$ cat src/rgb_3x3_convolution_clamped_assert.svh
// ----------------------------------------------------------------------------
// rgb_3x3_convolution_clamped_assert
// Assertion macros shared by the filter modules.
// ----------------------------------------------------------------------------
`ifndef RGB_3X3_CONVOLUTION_CLAMPED_ASSERT_SVH
`define RGB_3X3_CONVOLUTION_CLAMPED_ASSERT_SVH

// Consequent must hold in the same cycle as the antecedent.
`define RGBCC_ASSERT_NOW(label, clk, rst_n, ante, cons, msg) \
    label: assert property (@(posedge clk) disable iff (!(rst_n)) (ante) |-> (cons)) \
        else $error(msg);

// Consequent must hold in the cycle after the antecedent.
`define RGBCC_ASSERT_NEXT(label, clk, rst_n, ante, cons, msg) \
    label: assert property (@(posedge clk) disable iff (!(rst_n)) (ante) |=> (cons)) \
        else $error(msg);

`endif

$ cat src/rgbcc_pkg.sv
// ----------------------------------------------------------------------------
// rgbcc_pkg
// Types, constants and helpers shared by the 3x3 RGB filter modules.
// ----------------------------------------------------------------------------
package rgbcc_pkg;

    // Default frame size
    localparam int FRAME_WIDTH_DEF  = 8;
    localparam int FRAME_HEIGHT_DEF = 16;

    // Payload and arithmetic widths
    localparam int PIX_W      = 8;
    localparam int CHANNELS   = 3;
    localparam int WORD_W     = PIX_W * CHANNELS;
    localparam int COEF_W     = 9;
    localparam int ROW_COEF_W = 3 * COEF_W;
    localparam int GAIN_W     = 16;
    localparam int FRAC_W     = 8;
    localparam int PROD_W     = PIX_W + COEF_W;
    localparam int ACC_W      = 13;
    localparam int SCALE_W    = ACC_W + GAIN_W;
    localparam int OUT_COL_W  = 3;
    localparam int OUT_ROW_W  = 4;
    localparam int PIXEL_MAX  = 255;

    // Configuration port
    localparam int APB_ADDR_W = 4;
    localparam int APB_DATA_W = 32;

    typedef enum logic [1:0] {
        REG_COEFF_ABOVE = 2'd0,
        REG_COEFF_SAME  = 2'd1,
        REG_COEFF_BELOW = 2'd2,
        REG_GAIN_RECIP  = 2'd3
    } t_reg_idx;

    localparam logic [ROW_COEF_W-1:0] COEFF_ABOVE_RST = ROW_COEF_W'(0);
    localparam logic [ROW_COEF_W-1:0] COEFF_SAME_RST  = ROW_COEF_W'(91648);
    localparam logic [ROW_COEF_W-1:0] COEFF_BELOW_RST = ROW_COEF_W'(13500467);
    localparam logic [GAIN_W-1:0]     GAIN_RECIP_RST  = GAIN_W'(31357);

    typedef struct packed {
        logic [ROW_COEF_W-1:0] above;
        logic [ROW_COEF_W-1:0] same;
        logic [ROW_COEF_W-1:0] below;
        logic [GAIN_W-1:0]     gain;
    } t_cfg;

    // Line store line index (row mod 3)
    typedef logic [1:0] t_line;

    typedef enum logic [2:0] {
        S_IDLE,
        S_TAP,
        S_DRAIN,
        S_SCALE,
        S_EMIT
    } t_state;

    // Controller to datapath
    typedef struct packed {
        logic accept;   // take the input item, write it to the line store
        logic advance;  // step to the next raster position
        logic tap;      // issue one kernel tap read
        logic scale;    // apply the reciprocal gain
        logic load;     // load the output register
        logic next;     // move to the next result of this item
    } t_cmd;

    // Datapath to controller
    typedef struct packed {
        logic has_work;
        logic tap_last;
        logic out_free;
        logic more;
    } t_status;

    function automatic t_line line_inc(input t_line l);
        t_line r;
        r = (l == 2'd2) ? 2'd0 : l + 2'd1;
        return r;
    endfunction

    function automatic t_line line_dec(input t_line l);
        t_line r;
        r = (l == 2'd0) ? 2'd2 : l - 2'd1;
        return r;
    endfunction

endpackage

$ cat src/rgb_3x3_convolution_clamped.sv
// ----------------------------------------------------------------------------
// rgb_3x3_convolution_clamped: 3x3 RGB filter with edge clamp and saturation
// An item is taken in the idle state; each result then takes nine tap reads
// through the line store's single read port, a drain, a scale and a load that
// waits for a free output register. An item has 0, 1, 2 or width + 2 results.
// Reset clears counters and control and loads default config; no store clear.
// ----------------------------------------------------------------------------
module rgb_3x3_convolution_clamped #(
    parameter int FRAME_WIDTH  = rgbcc_pkg::FRAME_WIDTH_DEF,
    parameter int FRAME_HEIGHT = rgbcc_pkg::FRAME_HEIGHT_DEF
) (
    input  logic                                i_clk,
    input  logic                                i_rst_n,
    // configuration port
    input  logic                                psel,
    input  logic                                penable,
    input  logic                                pwrite,
    input  logic [rgbcc_pkg::APB_ADDR_W-1:0]    paddr,
    input  logic [rgbcc_pkg::APB_DATA_W-1:0]    pwdata,
    output logic [rgbcc_pkg::APB_DATA_W-1:0]    prdata,
    output logic                                pready,
    // pixel input
    input  logic                                i_in_valid,
    output logic                                o_in_stall,
    input  logic [rgbcc_pkg::PIX_W-1:0]         i_red_in,
    input  logic [rgbcc_pkg::PIX_W-1:0]         i_green_in,
    input  logic [rgbcc_pkg::PIX_W-1:0]         i_blue_in,
    // filtered output
    output logic                                o_out_valid,
    input  logic                                i_out_stall,
    output logic [rgbcc_pkg::PIX_W-1:0]         o_red_out,
    output logic [rgbcc_pkg::PIX_W-1:0]         o_green_out,
    output logic [rgbcc_pkg::PIX_W-1:0]         o_blue_out,
    output logic [rgbcc_pkg::OUT_COL_W-1:0]     o_out_column,
    output logic [rgbcc_pkg::OUT_ROW_W-1:0]     o_out_row,
    output logic                                o_run_last,
    output logic                                o_frame_last
);

    rgbcc_pkg::t_cfg    cfg;
    rgbcc_pkg::t_cmd    cmd;
    rgbcc_pkg::t_status st;

    // Configuration registers
    rgbcc_regs u_regs (
        .i_clk   (i_clk),
        .i_rst_n (i_rst_n),
        .psel    (psel),
        .penable (penable),
        .pwrite  (pwrite),
        .paddr   (paddr),
        .pwdata  (pwdata),
        .prdata  (prdata),
        .pready  (pready),
        .o_cfg   (cfg)
    );

    // Sequencer
    rgbcc_ctrl u_ctrl (
        .i_clk      (i_clk),
        .i_rst_n    (i_rst_n),
        .i_in_valid (i_in_valid),
        .o_in_stall (o_in_stall),
        .i_st       (st),
        .o_cmd      (cmd)
    );

    // Datapath
    rgbcc_dp #(
        .FRAME_WIDTH  (FRAME_WIDTH),
        .FRAME_HEIGHT (FRAME_HEIGHT)
    ) u_dp (
        .i_clk        (i_clk),
        .i_rst_n      (i_rst_n),
        .i_cfg        (cfg),
        .i_cmd        (cmd),
        .o_st         (st),
        .i_red_in     (i_red_in),
        .i_green_in   (i_green_in),
        .i_blue_in    (i_blue_in),
        .i_out_stall  (i_out_stall),
        .o_out_valid  (o_out_valid),
        .o_red_out    (o_red_out),
        .o_green_out  (o_green_out),
        .o_blue_out   (o_blue_out),
        .o_out_column (o_out_column),
        .o_out_row    (o_out_row),
        .o_run_last   (o_run_last),
        .o_frame_last (o_frame_last)
    );

endmodule

$ cat src/rgbcc_ram.sv
// ----------------------------------------------------------------------------
// rgbcc_ram
// Generic single write, single read RAM with registered read data.
// ----------------------------------------------------------------------------
module rgbcc_ram #(
    parameter int WIDTH = 24,
    parameter int DEPTH = 24
) (
    input  logic                     i_clk,
    input  logic                     i_we,
    input  logic [$clog2(DEPTH)-1:0] i_waddr,
    input  logic [WIDTH-1:0]         i_wdata,
    input  logic [$clog2(DEPTH)-1:0] i_raddr,
    output logic [WIDTH-1:0]         o_rdata
);

    logic [WIDTH-1:0] r_mem [DEPTH];
    logic [WIDTH-1:0] r_rdata;

    // Write port
    always_ff @(posedge i_clk) begin
        if (i_we) begin
            r_mem[i_waddr] <= i_wdata;
        end
    end

    // Registered read port
    always_ff @(posedge i_clk) begin
        r_rdata <= r_mem[i_raddr];
    end

    assign o_rdata = r_rdata;

endmodule

$ cat src/rgbcc_regs.sv
// ----------------------------------------------------------------------------
// rgbcc_regs
// APB-style configuration registers: three coefficient rows and the gain.
// ----------------------------------------------------------------------------
module rgbcc_regs (
    input  logic                                i_clk,
    input  logic                                i_rst_n,
    input  logic                                psel,
    input  logic                                penable,
    input  logic                                pwrite,
    input  logic [rgbcc_pkg::APB_ADDR_W-1:0]    paddr,
    input  logic [rgbcc_pkg::APB_DATA_W-1:0]    pwdata,
    output logic [rgbcc_pkg::APB_DATA_W-1:0]    prdata,
    output logic                                pready,
    output rgbcc_pkg::t_cfg                     o_cfg
);

    localparam int CRW = rgbcc_pkg::ROW_COEF_W;
    localparam int GW  = rgbcc_pkg::GAIN_W;
    localparam int DW  = rgbcc_pkg::APB_DATA_W;

    logic [CRW-1:0] r_above;
    logic [CRW-1:0] r_same;
    logic [CRW-1:0] r_below;
    logic [GW-1:0]  r_gain;
    logic           wr_en;
    rgbcc_pkg::t_reg_idx idx;

    assign pready = 1'b1;
    assign wr_en  = psel && penable && pwrite;
    assign idx    = rgbcc_pkg::t_reg_idx'(paddr[3:2]);

    // Register writes
    always_ff @(posedge i_clk) begin
        if (!i_rst_n) begin
            r_above <= rgbcc_pkg::COEFF_ABOVE_RST;
            r_same  <= rgbcc_pkg::COEFF_SAME_RST;
            r_below <= rgbcc_pkg::COEFF_BELOW_RST;
            r_gain  <= rgbcc_pkg::GAIN_RECIP_RST;
        end else if (wr_en) begin
            case (idx)
                rgbcc_pkg::REG_COEFF_ABOVE: r_above <= pwdata[CRW-1:0];
                rgbcc_pkg::REG_COEFF_SAME:  r_same  <= pwdata[CRW-1:0];
                rgbcc_pkg::REG_COEFF_BELOW: r_below <= pwdata[CRW-1:0];
                rgbcc_pkg::REG_GAIN_RECIP:  r_gain  <= pwdata[GW-1:0];
                default: ;
            endcase
        end
    end

    // Read mux
    always_comb begin
        case (idx)
            rgbcc_pkg::REG_COEFF_ABOVE: prdata = DW'(r_above);
            rgbcc_pkg::REG_COEFF_SAME:  prdata = DW'(r_same);
            rgbcc_pkg::REG_COEFF_BELOW: prdata = DW'(r_below);
            rgbcc_pkg::REG_GAIN_RECIP:  prdata = DW'(r_gain);
            default:                    prdata = '0;
        endcase
    end

    assign o_cfg.above = r_above;
    assign o_cfg.same  = r_same;
    assign o_cfg.below = r_below;
    assign o_cfg.gain  = r_gain;

endmodule

$ cat src/rgbcc_ctrl.sv
// ----------------------------------------------------------------------------
// rgbcc_ctrl
// Sequencer: accepts an item, then runs nine tap reads, scaling and output
// per result until the item has no more results.
// ----------------------------------------------------------------------------
`include "rgb_3x3_convolution_clamped_assert.svh"

module rgbcc_ctrl (
    input  logic                i_clk,
    input  logic                i_rst_n,
    input  logic                i_in_valid,
    output logic                o_in_stall,
    input  rgbcc_pkg::t_status  i_st,
    output rgbcc_pkg::t_cmd     o_cmd
);

    rgbcc_pkg::t_state r_state;
    rgbcc_pkg::t_state n_state;

    // State register
    always_ff @(posedge i_clk) begin
        if (!i_rst_n) begin
            r_state <= rgbcc_pkg::S_IDLE;
        end else begin
            r_state <= n_state;
        end
    end

    // Next state and commands
    always_comb begin
        n_state    = r_state;
        o_cmd      = '0;
        o_in_stall = 1'b1;
        case (r_state)
            rgbcc_pkg::S_IDLE: begin
                o_in_stall = 1'b0;
                if (i_in_valid) begin
                    o_cmd.accept = 1'b1;
                    if (i_st.has_work) begin
                        n_state = rgbcc_pkg::S_TAP;
                    end else begin
                        o_cmd.advance = 1'b1;
                    end
                end
            end
            rgbcc_pkg::S_TAP: begin
                o_cmd.tap = 1'b1;
                if (i_st.tap_last) begin
                    n_state = rgbcc_pkg::S_DRAIN;
                end
            end
            rgbcc_pkg::S_DRAIN: begin
                n_state = rgbcc_pkg::S_SCALE;
            end
            rgbcc_pkg::S_SCALE: begin
                o_cmd.scale = 1'b1;
                n_state     = rgbcc_pkg::S_EMIT;
            end
            rgbcc_pkg::S_EMIT: begin
                if (i_st.out_free) begin
                    o_cmd.load = 1'b1;
                    if (i_st.more) begin
                        o_cmd.next = 1'b1;
                        n_state    = rgbcc_pkg::S_TAP;
                    end else begin
                        o_cmd.advance = 1'b1;
                        n_state       = rgbcc_pkg::S_IDLE;
                    end
                end
            end
            default: begin
                n_state = rgbcc_pkg::S_IDLE;
            end
        endcase
    end

    // Checks
    `RGBCC_ASSERT_NOW(a_load_free, i_clk, i_rst_n, o_cmd.load, i_st.out_free,
                      "output register loaded while occupied")
    `RGBCC_ASSERT_NEXT(a_work_starts, i_clk, i_rst_n,
                       o_cmd.accept && i_st.has_work, r_state == rgbcc_pkg::S_TAP,
                       "item with results did not start tap reads")

endmodule

$ cat src/rgbcc_dp.sv
// ----------------------------------------------------------------------------
// rgbcc_dp
// Datapath: raster counters, line store, tap address clamp, per-channel
// multiply-accumulate, gain scaling, saturation and output register.
// ----------------------------------------------------------------------------
`include "rgb_3x3_convolution_clamped_assert.svh"

module rgbcc_dp #(
    parameter int FRAME_WIDTH  = rgbcc_pkg::FRAME_WIDTH_DEF,
    parameter int FRAME_HEIGHT = rgbcc_pkg::FRAME_HEIGHT_DEF
) (
    input  logic                                i_clk,
    input  logic                                i_rst_n,
    input  rgbcc_pkg::t_cfg                     i_cfg,
    input  rgbcc_pkg::t_cmd                     i_cmd,
    output rgbcc_pkg::t_status                  o_st,
    input  logic [rgbcc_pkg::PIX_W-1:0]         i_red_in,
    input  logic [rgbcc_pkg::PIX_W-1:0]         i_green_in,
    input  logic [rgbcc_pkg::PIX_W-1:0]         i_blue_in,
    input  logic                                i_out_stall,
    output logic                                o_out_valid,
    output logic [rgbcc_pkg::PIX_W-1:0]         o_red_out,
    output logic [rgbcc_pkg::PIX_W-1:0]         o_green_out,
    output logic [rgbcc_pkg::PIX_W-1:0]         o_blue_out,
    output logic [rgbcc_pkg::OUT_COL_W-1:0]     o_out_column,
    output logic [rgbcc_pkg::OUT_ROW_W-1:0]     o_out_row,
    output logic                                o_run_last,
    output logic                                o_frame_last
);

    localparam int CW    = (FRAME_WIDTH > 1) ? $clog2(FRAME_WIDTH) : 1;
    localparam int RW    = (FRAME_HEIGHT > 1) ? $clog2(FRAME_HEIGHT) : 1;
    localparam int DEPTH = 3 * FRAME_WIDTH;
    localparam int AW    = $clog2(DEPTH);
    localparam int PW    = rgbcc_pkg::PIX_W;
    localparam int NCH   = rgbcc_pkg::CHANNELS;
    localparam int WW    = rgbcc_pkg::WORD_W;
    localparam int KW    = rgbcc_pkg::COEF_W;
    localparam int CRW   = rgbcc_pkg::ROW_COEF_W;
    localparam int FW    = rgbcc_pkg::FRAC_W;
    localparam int MW    = rgbcc_pkg::PROD_W;
    localparam int ACW   = rgbcc_pkg::ACC_W;
    localparam int GW    = rgbcc_pkg::GAIN_W;
    localparam int SW    = rgbcc_pkg::SCALE_W;
    localparam int OCW   = rgbcc_pkg::OUT_COL_W;
    localparam int ORW   = rgbcc_pkg::OUT_ROW_W;

    localparam logic [CW-1:0] COL_LAST   = CW'(FRAME_WIDTH - 1);
    localparam logic [CW-1:0] COL_PENULT = CW'(FRAME_WIDTH - 2);
    localparam logic [RW-1:0] ROW_LAST   = RW'(FRAME_HEIGHT - 1);
    localparam logic [AW-1:0] BASE_1     = AW'(FRAME_WIDTH);
    localparam logic [AW-1:0] BASE_2     = AW'(2 * FRAME_WIDTH);
    localparam logic [PW-1:0] PIX_SAT    = PW'(rgbcc_pkg::PIXEL_MAX);

    // Raster position and result position
    logic [CW-1:0]        r_col;
    logic [RW-1:0]        r_row;
    rgbcc_pkg::t_line     r_line;
    logic [CW-1:0]        r_res_x;
    logic                 r_flush;

    // Tap counters and MAC pipeline
    logic [1:0]           r_dy;
    logic [1:0]           r_dx;
    logic [1:0]           r_dy_d;
    logic [1:0]           r_dx_d;
    logic                 r_mac_v;
    logic [NCH-1:0][ACW-1:0] r_acc;
    logic [NCH-1:0][ACW-1:0] r_scaled;

    // Output register
    logic                 r_out_v;
    logic [NCH-1:0][PW-1:0] r_out_ch;
    logic [OCW-1:0]       r_out_col;
    logic [ORW-1:0]       r_out_row;
    logic                 r_out_rl;
    logic                 r_out_fl;

    logic [RW-1:0]        res_y;
    rgbcc_pkg::t_line     res_line;
    rgbcc_pkg::t_line     tap_line;
    logic [CW-1:0]        tap_col;
    logic [AW-1:0]        rd_addr;
    logic [AW-1:0]        wr_addr;
    logic [WW-1:0]        wr_data;
    logic [WW-1:0]        rd_data;
    logic [CRW-1:0]       coef_row;
    logic [KW-1:0]        coef;
    logic [NCH-1:0][MW-1:0] prod;
    logic [NCH-1:0][ACW-1:0] n_acc;
    logic [NCH-1:0][SW-1:0]  gain_prod;
    logic [NCH-1:0][PW-1:0]  sat;
    logic                 frame_end;
    logic                 norm_more;
    logic                 to_flush;
    logic                 flush_more;
    logic                 more;
    logic                 out_free;

    function automatic logic [AW-1:0] line_base(input rgbcc_pkg::t_line l);
        logic [AW-1:0] b;
        case (l)
            2'd1:    b = BASE_1;
            2'd2:    b = BASE_2;
            default: b = '0;
        endcase
        return b;
    endfunction

    // Row and line of the result being computed
    assign res_y    = r_flush ? r_row : r_row - RW'(1);
    assign res_line = r_flush ? r_line : rgbcc_pkg::line_dec(r_line);

    // Edge clamp on rows and columns
    always_comb begin
        case (r_dy)
            2'd0:    tap_line = (res_y == '0) ? res_line : rgbcc_pkg::line_dec(res_line);
            2'd1:    tap_line = res_line;
            default: tap_line = (res_y == ROW_LAST) ? res_line
                                                    : rgbcc_pkg::line_inc(res_line);
        endcase
        case (r_dx)
            2'd0:    tap_col = (r_res_x == '0) ? r_res_x : r_res_x - CW'(1);
            2'd1:    tap_col = r_res_x;
            default: tap_col = (r_res_x == COL_LAST) ? r_res_x : r_res_x + CW'(1);
        endcase
    end

    assign rd_addr = line_base(tap_line) + AW'(tap_col);
    assign wr_addr = line_base(r_line) + AW'(r_col);
    assign wr_data = {i_blue_in, i_green_in, i_red_in};

    // Line store: three rows of packed pixels
    rgbcc_ram #(
        .WIDTH (WW),
        .DEPTH (DEPTH)
    ) u_line_store (
        .i_clk   (i_clk),
        .i_we    (i_cmd.accept),
        .i_waddr (wr_addr),
        .i_wdata (wr_data),
        .i_raddr (rd_addr),
        .o_rdata (rd_data)
    );

    // Coefficient of the tap whose data is arriving
    always_comb begin
        case (r_dy_d)
            2'd0:    coef_row = i_cfg.above;
            2'd1:    coef_row = i_cfg.same;
            default: coef_row = i_cfg.below;
        endcase
        case (r_dx_d)
            2'd0:    coef = coef_row[KW-1:0];
            2'd1:    coef = coef_row[2*KW-1:KW];
            default: coef = coef_row[3*KW-1:2*KW];
        endcase
    end

    // Products truncated to integers, then summed; gain and saturation
    always_comb begin
        for (int ch = 0; ch < NCH; ch++) begin
            prod[ch]      = MW'(rd_data[ch*PW +: PW]) * MW'(coef);
            n_acc[ch]     = ((r_dy_d == 2'd0 && r_dx_d == 2'd0) ? '0 : r_acc[ch])
                            + ACW'(prod[ch][MW-1:FW]);
            gain_prod[ch] = SW'(r_acc[ch]) * SW'(i_cfg.gain);
            sat[ch]       = (r_scaled[ch][ACW-1:PW] != '0) ? PIX_SAT
                                                          : r_scaled[ch][PW-1:0];
        end
    end

    // Remaining results of this item
    assign frame_end  = (r_col == COL_LAST) && (r_row == ROW_LAST);
    assign norm_more  = !r_flush && (r_col == COL_LAST) && (r_res_x == COL_PENULT);
    assign to_flush   = !r_flush && !norm_more && frame_end;
    assign flush_more = r_flush && (r_res_x != COL_LAST);
    assign more       = norm_more || to_flush || flush_more;
    assign out_free   = !r_out_v || !i_out_stall;

    assign o_st.has_work = (r_row != '0) && (r_col != '0);
    assign o_st.tap_last = (r_dy == 2'd2) && (r_dx == 2'd2);
    assign o_st.out_free = out_free;
    assign o_st.more     = more;

    // Raster counters and result position
    always_ff @(posedge i_clk) begin
        if (!i_rst_n) begin
            r_col   <= '0;
            r_row   <= '0;
            r_line  <= 2'd0;
            r_res_x <= '0;
            r_flush <= 1'b0;
        end else begin
            if (i_cmd.accept) begin
                r_res_x <= r_col - CW'(1);
            end else if (i_cmd.next) begin
                if (to_flush) begin
                    r_res_x <= '0;
                    r_flush <= 1'b1;
                end else begin
                    r_res_x <= r_res_x + CW'(1);
                end
            end
            if (i_cmd.advance) begin
                r_flush <= 1'b0;
                if (r_col == COL_LAST) begin
                    r_col <= '0;
                    if (r_row == ROW_LAST) begin
                        r_row  <= '0;
                        r_line <= 2'd0;
                    end else begin
                        r_row  <= r_row + RW'(1);
                        r_line <= rgbcc_pkg::line_inc(r_line);
                    end
                end else begin
                    r_col <= r_col + CW'(1);
                end
            end
        end
    end

    // Tap counters and read-data alignment
    always_ff @(posedge i_clk) begin
        if (!i_rst_n) begin
            r_dy    <= 2'd0;
            r_dx    <= 2'd0;
            r_mac_v <= 1'b0;
        end else begin
            r_mac_v <= i_cmd.tap;
            if (i_cmd.tap) begin
                if (r_dx == 2'd2) begin
                    r_dx <= 2'd0;
                    r_dy <= (r_dy == 2'd2) ? 2'd0 : r_dy + 2'd1;
                end else begin
                    r_dx <= r_dx + 2'd1;
                end
            end
        end
    end

    // Accumulate and scale
    always_ff @(posedge i_clk) begin
        r_dy_d <= r_dy;
        r_dx_d <= r_dx;
        if (r_mac_v) begin
            r_acc <= n_acc;
        end
        if (i_cmd.scale) begin
            for (int ch = 0; ch < NCH; ch++) begin
                r_scaled[ch] <= gain_prod[ch][SW-1:GW];
            end
        end
    end

    // Output register
    always_ff @(posedge i_clk) begin
        if (!i_rst_n) begin
            r_out_v <= 1'b0;
        end else if (i_cmd.load) begin
            r_out_v <= 1'b1;
        end else if (!i_out_stall) begin
            r_out_v <= 1'b0;
        end
    end

    always_ff @(posedge i_clk) begin
        if (i_cmd.load) begin
            r_out_ch  <= sat;
            r_out_col <= OCW'(r_res_x);
            r_out_row <= ORW'(res_y);
            r_out_rl  <= !more;
            r_out_fl  <= (r_res_x == COL_LAST) && (res_y == ROW_LAST);
        end
    end

    assign o_out_valid  = r_out_v;
    assign o_red_out    = r_out_ch[0];
    assign o_green_out  = r_out_ch[1];
    assign o_blue_out   = r_out_ch[2];
    assign o_out_column = r_out_col;
    assign o_out_row    = r_out_row;
    assign o_run_last   = r_out_rl;
    assign o_frame_last = r_out_fl;

    // Checks
    `RGBCC_ASSERT_NOW(a_flush_pos, i_clk, i_rst_n, r_flush,
                      (r_col == COL_LAST) && (r_row == ROW_LAST),
                      "last-row flush away from the final pixel")
    `RGBCC_ASSERT_NOW(a_accept_quiet, i_clk, i_rst_n, i_cmd.accept, !r_mac_v,
                      "item accepted while a tap read is in flight")

endmodule

$ cat config.mk
export PLATFORM = sky130hd
export DESIGN_NAME = rgb_3x3_convolution_clamped
export DESIGN_NICKNAME = d
export VERILOG_FILES = /design/src/rgbcc_pkg.sv /design/src/rgb_3x3_convolution_clamped.sv /design/src/rgbcc_ram.sv /design/src/rgbcc_regs.sv /design/src/rgbcc_ctrl.sv /design/src/rgbcc_dp.sv
export VERILOG_INCLUDE_DIRS = /design/src /design/src/src
export SDC_FILE = /design/constraint.sdc
export NUM_CORES = 2
export LEC_CHECK = 0
export BUFFER_PORTS_ARGS = -buffer_cell sky130_fd_sc_hd__clkbuf_2
export CORE_MARGIN = 10
export CORE_UTILIZATION = 60
export DETAILED_ROUTE_END_ITERATION = 8
export PLACE_DENSITY = 0.77
export SYNTH_ARGS = -nofsm -noshare
export SYNTH_HDL_FRONTEND = slang
export SYNTH_HIERARCHICAL = 1
export SYNTH_SLANG_ARGS = --single-unit
$ cat constraint.sdc
create_clock -name i_clk -period 9.4 [get_ports i_clk]
set_clock_uncertainty 0.15 [all_clocks]
set_input_delay 2.82 -clock i_clk [delete_from_list [all_inputs] [get_ports i_clk]]
set_output_delay 2.82 -clock i_clk [all_outputs]
set_load 0.01 [all_outputs]
### After elaboration in Yosys (flattened, before gate mapping)

Memories as Yosys holds them, arrays and structs flattened. A register that Yosys moved wholly into a read port is not among the register bits.
Cells that the tools add are included.
Widths: inputs -> output; s select.

| word-level totals | value |
|---|---|
| memories | 1 |
| logic and storage cells | 179 |
| output and inout port bits | 68 |
| flip-flop bits (word level) | 234 |
| memory bits (writable) | 576 |
| bits of input ports | 67 |

| operators by class | value |
|---|---|
| $add $sub $neg | 17 |
| equal/unequal tests | 29 |
| bitwise operators | 2 |
| reduce and logical (&&, ||, !) cells | 45 |
| multiply operators | 6 |
| muxes and demuxes | 50 |

Memories:

| memory | words | width | read ports | clocked after memory_dff | wr ports | RTL line | source |
|---|---|---|---|---|---|---|---|
| u_dp.u_line_store.r_mem | 24 | 24 | 1 | 1 | 1 | rgbcc_ram.sv:17 | `logic [WIDTH-1:0] r_mem [DEPTH];` |

Operators by type and width:

| kind | count |
|---|---|
| $pmux 32 s4 | 1 |
| $mul 13x16->29 | 3 |
| $pmux 27 s2 | 1 |
| $mul 8x9->17 | 3 |
| $add 13x9->13 | 3 |
| $mux 13 | 3 |
| $mux 3 | 10 |
| $mux 2 | 13 |
| $pmux 5 s2 | 2 |
| $pmux 9 s2 | 1 |
| $pmux 3 s5 | 1 |
| $reduce_bool 5->1 | 3 |
| $eq 2x1->1 const B | 7 |
| $eq 2x2->1 const B | 7 |
| $logic_not 2->1 | 7 |
| $mux 1 | 13 |
| $eq 3x3->1 const B | 4 |
| $logic_and 1x1->1 | 12 |
| $reduce_and 2->1 | 6 |
| $add 5x3->5 | 2 |
| $add 2x1->2 const B | 4 |
| $eq 4x4->1 const B | 2 |
| $mux 4 | 2 |
| $add 3x1->3 const B | 2 |
| other kinds (23) | 37 |

### Longest topological paths before layout

| depth | value |
|---|---|
| word-level depth | 13 |
| depth in mapped cells | 32 |
| gate-level depth less buffers | 29 |

### Modules after synthesis

The synthesis kept the hierarchy.

By module, submodules not included:

| module | area each (µm²) | cells each | times used | seq. area each (µm²) |
|---|---|---|---|---|
| rgbcc_dp | 31979.4 | 3447 | 1 | 3793.6 |
| rgbcc_ram | 22745.6 | 1065 | 1 | 17777.0 |
| rgbcc_regs | 4488.1 | 444 | 1 | 1941.9 |
| rgbcc_ctrl | 230.2 | 25 | 1 | 60.1 |

### Worst setup path before layout

Ideal clock, no wire load.

| timing | value |
|---|---|
| path type | register to register |
| start | reg u_dp.r_dy_d[0] |
| end | reg u_dp/r_acc[12] in the netlist's numbering (data pin) |
| slack | 1.572 ns |
| clock period less this slack | 7.828 ns |
| data arrival time | 7.388 ns |
| data required time | 8.959 ns |
| library setup time | 0.291 ns |
| path buffers | 3 |
| stages on the path, launching flop included | 30 |
| cells stage by stage | dfxtp_1 > buf_6 > clkbuf_1 > mux2_2 > mux4_2 > o21ai_0 > clkbuf_1 > nand2b_1 > fa_1 > fa_1 > inv_1 > fa_1 > inv_1 > fa_1 > inv_1 > ha_1 > a21o_1 > a2111oi_0 > a21oi_1 > and2_1 > nor2_1 > xnor2_1 > ha_1 > a21boi_0 > o21ai_0 > a21boi_0 > o21ai_0 > a211oi_1 > xnor2_1 > nor2_1 |

RTL lines:

| what | RTL line | source |
|---|---|---|
| start, declared | rgbcc_dp.sv:65 | `logic [1:0] r_dy_d;` |
| start signal, assigned | rgbcc_dp.sv:243 | `r_dy_d <= r_dy;` |
| end signal, assigned | rgbcc_dp.sv:246 | `r_acc <= n_acc;` |
| end, declared | rgbcc_dp.sv:68 | `logic [NCH-1:0][ACW-1:0] r_acc;` |

==> results.yml <==
outcome:
  status: "complete, no violations"
critical_path:
  endpoint_kind: "register"
  required_ns: 9.65
  crit_path_max_incr_delay_ns: 0.64
  path_buf_inv: 5
  worst-path-max-fanout: 15
  critPathArrivalTime_ns: 8.59
  cp_common_cell: "fa_1"
  path_delay_family: "adder cells"
  timing_worst_setup_path_type: "register to register"
  cp-start-kind: "register"
  cpMaxStageDelayCell: "a2111oi_0"
floorplan:
  fp.dieH_microns: 334.8
  ioPinCount: 135
  coreArea_sq_um: 98280
  initial_core_util_pct: 60.49
  rows: 115
  die_x_microns: 334.8
  die_area_sq_um: 112100
pwr:
  p_leak_nw: 27.07
  p_int_w: 0.006866
  vdd_ir_drop_max_mv: 0.1808
  p_comb_share_pct: 20.9
  p_seq_share_pct: 44.1
  swShare_pct: 28.14
  p_clk_share_pct: 34.9
  p_per_area_nw_per_um2: 149.5
  switchingPower_w: 0.002689
clock_network:
  ctsResizeCount: 0
  clkLatencyLatePin_ns: 0.70
  cts_tree: "built"
  cts_hold_buf: 0
  numCtsBuffers: 84
  cts_sinks: 834
  clk_pin_slew_ns: 0.06
  clockBufferDepth: 3
  cts_setup_buffers: 0
  cts_max_level: 3
  root_buffer: "clkbuf_16"
detailed_routing:
  drtIter0Drc: 2986
  wirelength_met1_microns: 54060
  vias: 37730
  route.met3.wl_microns: 10090
  routed-wl-met2_microns: 68170
  avgRoutedWirePerCell_microns: 21.60
  first_pass_iters: 5
  drc_errors: 0
  ant_nets: 0
  routed.top_layer: "met5"
  wl_microns: 137300
  via_per_inst: 5.936
synth:
  synth_top_area_cell: "edfxtp_1"
  synth_area_leaders: "edfxtp_1, fa_1, ha_1, dfxtp_1, mux4_2"
  yosysTopAreaCellShare_pct: 34.71
  synth_cells: 4981
  synth.most_common_cell: "inv_1"
  yosys_warnings: 6
  synth_area_sq_um: 59440
  yosysSeqAreaShare_pct: 39.66
  synth_ff_type: "edfxtp_1"
  ys_ff_latch: 834
  synthArstFlopShare_pct: 0
  syn_avg_cell_area_sq_um: 11.93
  synth_edf_count: 687
  synth_cell_types: 83
  synthTopCellsByCount: "inv_1, edfxtp_1, nand2_1"
placement:
  port_buffers: 121
  place_area_sq_um: 61130
  hpwl_microns: 91710
  gp_congestion: 0.8477
worst_hold_path:
  min_path_type: "register to register"
timing:
  finalHoldViolCount: 0
  setup_viol: 0
  fin_hold_ws_ns: 0.2794
  slew_headroom_pct: 22.99
  worst_pin_slew_ns: 1.155
  rsz0062_at_grt: "no"
  slew_viol_final: 0
  fmax_ghz: 0.1199
  tns_ns: 0
  finalCritPeriodShare_pct: 88.71
  fin_crit_ns: 8.339
final_layout:
  fin_nets: 6012
  final_cell_area_sq_um: 63900
  finalCoreUtilization_pct: 65.02
  area_growth_syn_to_layout_pct: 7.495
  drive_gt1_share_pct: 10.78
  fill_cells: 7137
global_routing:
  grtUsageTotal_pct: 24.72
  antenna_found_initial: 2
  grt_pass1_wl_microns: 218800
  grt_max_degree: 123
  overflow: 0
  grt_pass1_vias: 39520
flow_run:
  cap_violations: 0
cell usage in the layout, fill, tap and decap left out, drive strengths merged, types with 9 or more instances in the layout:
cell | Yosys | final
fa | 585 | 585
and2 | 282 | 282
xor2 | 25 | 25
a22oi | 24 | 24
dfxtp | 147 | 147
o211ai | 57 | 57
inv | 701 | 704
nand2b | 43 | 43
edfxtp | 687 | 687
ha | 359 | 359
nand4 | 18 | 18
or3 | 34 | 34
clkbuf | 192 | 231
mux2 | 24 | 24
a2bb2oi | 24 | 24
xnor2 | 69 | 69
o21ai | 75 | 75
a21o | 28 | 28
a21oi | 67 | 67
a211oi | 13 | 13
nand2 | 617 | 617
o311ai | 24 | 24
nor2 | 96 | 96
nand3 | 55 | 55
mux2i | 227 | 227
mux4 | 121 | 121
o21bai | 10 | 10
o21a | 16 | 16
clkinv | 0 | 32
nor3 | 24 | 24
nor4 | 9 | 9
buf | 87 | 89
nor2b | 166 | 166
cell type report:
cell class,count,area (sq um),share of cell area (%)
Sequential cell,834,23580,36.89
Inverter,701,2631,4.118
Clock buffer,111,2265,3.544
Multi-Input combinational cell,3171,32000,50.09
Antenna cell,2,5.005,0.007832
Tap cell,1287,1610,2.520
Clock inverter,41,501.7,0.7852
Timing Repair Buffer,209,1306,2.044
through the flow:
step                cells  worst slack, ns  power, W
floorplan            4985            1.572  0.005740
global placement     6202            1.307  0.006205
detailed placement   6202            1.224  0.006269
CTS                  6354            1.144  0.009589
global route         6355           0.7289  0.009961
finish               6356            1.061  0.009555
flip-flops by register name, indices dropped and copies added (netlist names), 2 cells and up:
| register | flops |
|---|---|
| u_ctrl/r_state | 3 |
| u_dp/u_line_store/o_rdata | 24 |
| u_dp/r_col | 3 |
| u_dp/o_out_column | 3 |
| u_dp/r_dy_d | 2 |
| u_dp/o_blue_out | 8 |
| u_dp/r_row | 4 |
| u_regs/r_below | 27 |
| u_regs/r_same | 27 |
| u_dp/r_scaled | 39 |
| u_dp/r_dy | 2 |
| u_dp/o_out_row | 4 |
| u_dp/r_line | 2 |
| u_dp/r_acc | 39 |
| u_dp/r_res_x | 3 |
| u_dp/o_green_out | 8 |
| u_regs/r_gain | 16 |
| u_dp/o_red_out | 8 |
| u_dp/r_dx | 2 |
| u_dp/u_line_store/r_mem | 576 |
| u_dp/r_dx_d | 2 |
| u_regs/r_above | 27 |
worst register-to-register path, delay by kind of cell (launching register included):
family	cells	cell delay [ns]
simple gates	4	0.67
buf+inv	5	0.68
xor+xnor	1	0.17
fa+ha+maj	6	2.55
mux	2	0.81
flops	1	0.53
compound gates	10	2.50
power groups by stage:
stage	combinational, W	clock (W)	sequential [W]
floorplan	0.00151	0	0.00423
global placement	0.00192	0	0.00429
detailed placement	0.00198	0	0.00429
CTS	0.00200	0.00337	0.00421
global route	0.00220	0.00353	0.00423
finish	0.00200	0.00334	0.00422
cell families (layout without fill, tap and decap cells):
kind of cell	after synthesis	count (layout)	share of synthesized area, %
AO/OA/AOI/OAI	377	377	4.437
XOR/XNOR	94	94	1.385
adder cells (fa/ha/maj)	944	944	27.26
buffers and inverters	980	1062	6.805
flip-flops	834	834	39.66
multiplexers	372	372	8.923
other	2	8	0.01263
AND/OR/NAND/NOR	1378	1378	11.52
worst paths after layout:
kind                                                start                       end  slack [ns]  cells after the start
worst max-delay path               u_dp/r_dy_d[0]$_DFF_P_  u_dp/r_acc[12]$_DFFE_PP_        1.06                     28
worst min-delay path            u_dp/r_dy[0]$_SDFFE_PN0P_    u_dp/r_dy_d[0]$_DFF_P_        0.28                      0
worst max register to register     u_dp/r_dy_d[0]$_DFF_P_  u_dp/r_acc[12]$_DFFE_PP_        1.06                     28
worst min register to register  u_dp/r_dy[0]$_SDFFE_PN0P_    u_dp/r_dy_d[0]$_DFF_P_        0.28                      0
layer usage:
metal,up-vias,track usage (%)
met3,310,3.962
li1,16620,-
met5,-,0
met1,19280,32.02
met2,1511,41.81
met4,2,9.223
Power figures use the tool's default switching activity.
